<file path="src/rtl/ifpxc_pkg.sv">
// Shared types and constants for the IMU frame parser with XOR check.
// No dependencies; used by every module in rtl/.
package ifpxc_pkg;

  // Frame geometry
  localparam int FRAME_BYTES  = 22;
  localparam int FILL_W       = $clog2(FRAME_BYTES);
  localparam int SAMPLE_COUNT = 10;
  localparam int ACCEL_END    = 3;
  localparam int GYRO_END     = 6;
  localparam int RESULT_W     = 32;

  // Configuration register indexes
  localparam logic [7:0] CFG_HEADER = 8'd0;
  localparam logic [7:0] CFG_ACCEL  = 8'd1;
  localparam logic [7:0] CFG_GYRO   = 8'd2;
  localparam logic [7:0] CFG_QUAT   = 8'd3;

  // Result status codes
  localparam logic STATUS_GOOD = 1'b0;
  localparam logic STATUS_BAD  = 1'b1;

  // Group gains, unsigned Q0.16
  typedef struct packed {
    logic [15:0] quat;
    logic [15:0] gyro;
    logic [15:0] accel;
  } gains_t;

  // One finished frame from the framer to the scaler
  typedef struct packed {
    logic                               status;
    logic [SAMPLE_COUNT-1:0][15:0]      raw;
  } frame_t;

endpackage

</file>
<file path="src/rtl/ifpxc_framer.sv">
// Byte framer: header sync, frame store, running XOR and checksum decision.
// Depends on ifpxc_pkg. Emits one registered frame_t per completed frame.
module ifpxc_framer (
  input  logic                  clk,
  input  logic                  rst_n,
  input  logic                  byte_valid,
  output logic                  byte_ready,
  input  logic [7:0]            byte_data,
  input  logic [7:0]            header_value,
  output logic                  frame_valid,
  input  logic                  frame_ready,
  output ifpxc_pkg::frame_t     frame_data
);

  localparam logic [ifpxc_pkg::FILL_W-1:0] LAST_IDX =
    ifpxc_pkg::FILL_W'(ifpxc_pkg::FRAME_BYTES - 1);

  logic [7:0]                    store_r   [ifpxc_pkg::FRAME_BYTES];
  logic [7:0]                    store_nxt [ifpxc_pkg::FRAME_BYTES];
  logic [7:0]                    wr_store  [ifpxc_pkg::FRAME_BYTES];
  logic [ifpxc_pkg::FILL_W-1:0]  fill_r, fill_nxt;
  logic [7:0]                    xor_r, xor_nxt;
  logic                          fv_r, fv_nxt;
  ifpxc_pkg::frame_t             frame_r, frame_nxt;
  logic                          accept;
  logic [7:0]                    first_byte;
  logic [7:0]                    xor_add;

  assign byte_ready  = !fv_r || frame_ready;
  assign accept      = byte_valid && byte_ready;
  assign frame_valid = fv_r;
  assign frame_data  = frame_r;

  // Store write at the fill position and the per-byte decision
  always_comb begin
    for (int i = 0; i < ifpxc_pkg::FRAME_BYTES; i++) begin
      wr_store[i]  = (fill_r == ifpxc_pkg::FILL_W'(i)) ? byte_data : store_r[i];
      store_nxt[i] = store_r[i];
    end
    first_byte = (fill_r == '0) ? byte_data : store_r[0];
    xor_add    = (fill_r != '0) ? (xor_r ^ byte_data) : xor_r;
    fill_nxt   = fill_r;
    xor_nxt    = xor_r;
    fv_nxt     = fv_r && !frame_ready;
    frame_nxt  = frame_r;
    if (accept) begin
      for (int i = 0; i < ifpxc_pkg::FRAME_BYTES; i++) begin
        store_nxt[i] = wr_store[i];
      end
      if (first_byte != header_value) begin
        // lost sync: start over
        fill_nxt = '0;
        xor_nxt  = '0;
      end else if (fill_r != LAST_IDX) begin
        fill_nxt = fill_r + 1'b1;
        xor_nxt  = xor_add;
      end else if (xor_r != byte_data) begin
        // checksum mismatch: slide window by one byte
        for (int i = 0; i < ifpxc_pkg::FRAME_BYTES - 1; i++) begin
          store_nxt[i] = wr_store[i+1];
        end
        fill_nxt         = LAST_IDX;
        xor_nxt          = xor_add ^ wr_store[1];
        fv_nxt           = 1'b1;
        frame_nxt.status = ifpxc_pkg::STATUS_BAD;
        frame_nxt.raw    = '0;
      end else begin
        // good frame: little-endian samples from bytes 1 .. 2*SAMPLE_COUNT
        fill_nxt         = '0;
        xor_nxt          = '0;
        fv_nxt           = 1'b1;
        frame_nxt.status = ifpxc_pkg::STATUS_GOOD;
        for (int i = 0; i < ifpxc_pkg::SAMPLE_COUNT; i++) begin
          frame_nxt.raw[i] = {wr_store[2*i+2], wr_store[2*i+1]};
        end
      end
    end
  end

  // Control state
  always_ff @(posedge clk) begin
    if (!rst_n) begin
      fill_r <= '0;
      xor_r  <= '0;
      fv_r   <= 1'b0;
    end else begin
      fill_r <= fill_nxt;
      xor_r  <= xor_nxt;
      fv_r   <= fv_nxt;
    end
  end

  // Payload: frame store and frame register
  always_ff @(posedge clk) begin
    for (int i = 0; i < ifpxc_pkg::FRAME_BYTES; i++) begin
      store_r[i] <= store_nxt[i];
    end
    frame_r <= frame_nxt;
  end

endmodule

</file>
<file path="config.mk">
export PLATFORM = sky130hd
export DESIGN_NAME = ifpxc_framer
export DESIGN_NICKNAME = d
export VERILOG_FILES = /design/src/rtl/ifpxc_pkg.sv /design/src/rtl/ifpxc_framer.sv
export SDC_FILE = /design/constraint.sdc
export NUM_CORES = 1
export LEC_CHECK = 0
export BUFFER_PORTS_ARGS = -buffer_cell sky130_fd_sc_hd__buf_2
export CORE_UTILIZATION = 50
export CTS_CLUSTER_DIAMETER = 150
export DETAILED_ROUTE_END_ITERATION = 8
export GPL_TIMING_DRIVEN = 1
export PLACE_DENSITY = 0.77
export SLEW_MARGIN = 0
export SYNTH_ARGS = -nofsm -noshare
export SYNTH_HDL_FRONTEND = slang
export SYNTH_SLANG_ARGS = --single-unit
</file>
<file path="constraint.sdc">
create_clock -name clk -period 11.51 [get_ports clk]
set_input_delay 2.302 -clock clk [delete_from_list [all_inputs] [get_ports clk]]
set_output_delay 2.302 -clock clk [all_outputs]
set_load 0.05 [all_outputs]
</file>
==> metrics.md <==
| Metric | Value |
|---|---|
| Ys flop type | `edfxtp_1` |
| CP Cell Sequence | `buf_2 > xor2_1 > nor4_1 > a21oi_1 > nand4_1 > buf_4 > buf_4 > o22ai_1 > nor2_1` |
| Routed WL | `41,000 um` |
| Synthesized net count | `1,517` |
| Iter 0 DRT Violations | `1,499` |
| WL per Instance | `20.3 um` |
| Int Pwr | `2.08 mW` |
| Area after DPL | `0.0172 mm2` |
| Most common cell in the netlist | `edfxtp_1` |
| TritonCTS buffer count | `37` |
| Combinational Power Share | `3.8%` |
| Die Area | `0.0331 mm2` |
| Sw frac | `21.3%` |
| Clock Path Buffers | `3` |
| Final Skew | `15.4 ps` |
| # rows | `65` |
| Top cells by count, synth | `edfxtp_1, nand2_1, nor2_1, a21oi_1, nor3_1` |
| CORE AREA | `0.0317 mm2` |
| Hold/Removal Path Class | `reg2reg` |
| Total gr overflow | `0` |
| Setup tns final | `0 ps` |
| DP Wirelength | `25,500 um` |
| Min Clock Period, post-route | `5520 ps` |
| Area growth from synthesis to layout | `13.2%` |
| CTS tree | `built` |
| Placement Setup Slack | `5640 ps` |
| Max VDD drop | `0.0000870 V` |
| Starting Density | `51.1%` |
| Setup WS post-layout | `5990 ps` |
| DRC Markers | `0` |
| Area leader, netlist | `edfxtp_1` |
| Clk_lat worst skew | `520 ps` |
| Final #Nets | `1,621` |
| Dpl cells | `1,959` |
| Register bit count reported by yosys | `343` |
| Sequential share of the synthesized area | `62.7%` |
| Crit-path most repeated cell | `buf_4` |
| Arrival time worst endpoint | `5880 ps` |
| CP endpoint kind | `register` |
| Via count | `12,400` |
| Pins Over Slew Limit | `0` |
| Yosys warning total | `0` |
| Slowest stage delay, CP | `800 ps` |
| Max cap viols | `0` |
| Worst-path maximum fanout | `94` |
| Fmax | `0.181 GHz` |
| Flop pwr share | `53.8%` |
| Vias in the first global route | `11,500` |
| Syn Area/Cell | `10.9 um2` |
| Yosys top cell area share | `61.0%` |
| Core Util, Final | `57.8%` |
| Multi-input logic area | `0.00548 mm2` |
| Slew @ Worst Pin | `1150 ps` |
| Setup Viol. Count Final | `0` |
| RSZ-0062 raised after global routing | `no` |
| Initial antenna violation count | `2` |
| CP max stage cell | `buf_4` |
| Leak pwr | `7.22 nW` |
| Hold path depth | `2` |
| DR pass1 iterations | `6` |
| CP required | `11,860 ps` |
| Post-Synthesis Cells | `1,492` |
| Worst-path clk slew | `60 ps` |
| Die W | `182 um` |
| Final Non-Filler Cells | `2,024` |
| Reg area | `0.0102 mm2` |
| Largest net degree at the start of global routing | `111` |
| P_sw | `565 uW` |
| Critical path class | `in2reg` |
| Design area | `0.0183 mm2` |
| R2R cell count | `9` |
| Post-synth EDFFs | `329` |
| Power Dens Cells | `145 mW/mm2` |
| H-tree depth | `2` |
| Root buf cell | `clkbuf_16` |
| Slew margin rel. | `23.3%` |
| IO buf count | `182` |
| FFs w/ async S/R, synth | `0%` |
| IO Pins | `183` |
| Routed vias/inst | `6.15` |
| Clock power share | `42.4%` |
| First-pass GRT wire length | `63,800 um` |
| Startpoint types | `input port` |
| Mapped cell area | `0.0162 mm2` |
| Post-CTS Resized | `0` |
| Status | `finished, final reports clean` |
| Die outline height | `182 um` |
| Yosys cell types | `50` |
| Post-CTS Hold Buffers | `0` |
| Final period utilization | `48.0%` |
| Worst path bufs/invs | `3` |
| Endpoints failing hold | `0` |
| All-Layer GR Usage | `24.3%` |
| Fill cells | `2,646` |
| Antenna-violating nets left | `0` |
| Synth top area cells | `edfxtp_1, a21oi_1, nand2_1, nor3_1, nor2_1` |
| Final Wtd Congestion | `0.875` |
| Crit. path cell count | `9` |
| Post CTS Setup Buffer Count | `0` |
| Share of layout cells above drive strength 1 | `17.5%` |
| Critical path's top delay family | `buffers and inverters` |
| Clk sinks | `343` |
==> layer usage <==
layer	global-route usage, %	vias up	share of wire, %
li1	-	5684	-
met1	34.0	6028	42
met2	38.1	653	47
met3	4.83	79	9.0
met4	7.70	2	2.7
met5	0	-	0.024
==> through the flow <==
stage / total power, mW / hold WS (ps)
finish: 2.65 / 540
detailed placement: 1.55 / 521
global route: 2.72 / 559
floorplan: 1.52 / 486
CTS: 2.66 / 541
global placement: 1.54 / 507
==> placed cells by master, fill, tap and decap left out, drive strengths merged, types with 3 or more instances in the layout <==
cell type / count
dfxtp: 14
nand3: 11
mux2: 8
bufinv: 3
or3: 16
mux2i: 63
inv: 11
o22ai: 73
nor3: 152
nand2: 204
clkbuf: 40
nor2b: 14
clkinv: 21
nor2: 188
o22a: 8
a21oi: 159
buf: 197
o221a: 16
nand2b: 4
a31oi: 12
nand4: 4
a2111oi: 8
ha: 5
edfxtp: 329
xor2: 12
xnor2: 7
and3: 11
o21ai: 8
nor4: 4
==> power by group through the flow <==
stage	clock network [mW]	logic [mW]	registers, mW
4_1_cts	1.14	0.100	1.42
2_1_floorplan	0	0.0730	1.44
3_5_place_dp	0	0.0995	1.45
6_report	1.12	0.101	1.42
5_1_grt	1.18	0.111	1.43
3_3_place_gp	0	0.0960	1.45
==> worst register-to-register path, delay by kind of cell (launching register included) <==
kind / cells / cell delay, ps
multiplexers: 1 / 190
flip-flops: 1 / 340
AND/OR/NAND/NOR: 3 / 1420
adder cells (fa/ha/maj): 1 / 330
buffers and inverters: 2 / 1020
AO/OA/AOI/OAI: 2 / 780
==> area by class of cell <==
class,count,share of cell area [%]
flip-flops and latches,343,55.4
multi-input cells,1006,29.9
clock buffers,40,5.11
diodes,1,0.0137
well taps,402,2.74
inverters,11,0.253
clock inverters,24,0.976
repair buffers,197,5.58
==> worst paths after layout <==
path | startpoint | end | slack, ps
worst max register to register | fill_r[0] | store_r[1][48] | 7190
worst min-delay path | xor_r[5] | xor_r[5] | 540
worst max-delay path | byte_data[4] | store_r[1][23] | 5990
worst min register to register | xor_r[5] | xor_r[5] | 540
==> flip-flops by register name (all words and copies together) (netlist names) <==
name / cells
store_r: 168
frame_valid: 1
xor_r: 8
frame_data: 161
fill_r: 5
==> kinds of logic (layout without fill, tap and decap cells) <==
kind of cell / Yosys count / in the layout / synth area share (%)
flip-flops: 343 / 343 / 62.7
AO/OA/AOI/OAI: 296 / 296 / 11.1
AND/OR/NAND/NOR: 615 / 615 / 16.7
XOR/XNOR: 19 / 19 / 1.03
adder cells (fa/ha/maj): 5 / 5 / 0.386
multiplexers: 71 / 71 / 4.45
buffers and inverters: 143 / 272 / 3.60
other: 0 / 1 / 0
(Power assumes the default switching activity.)
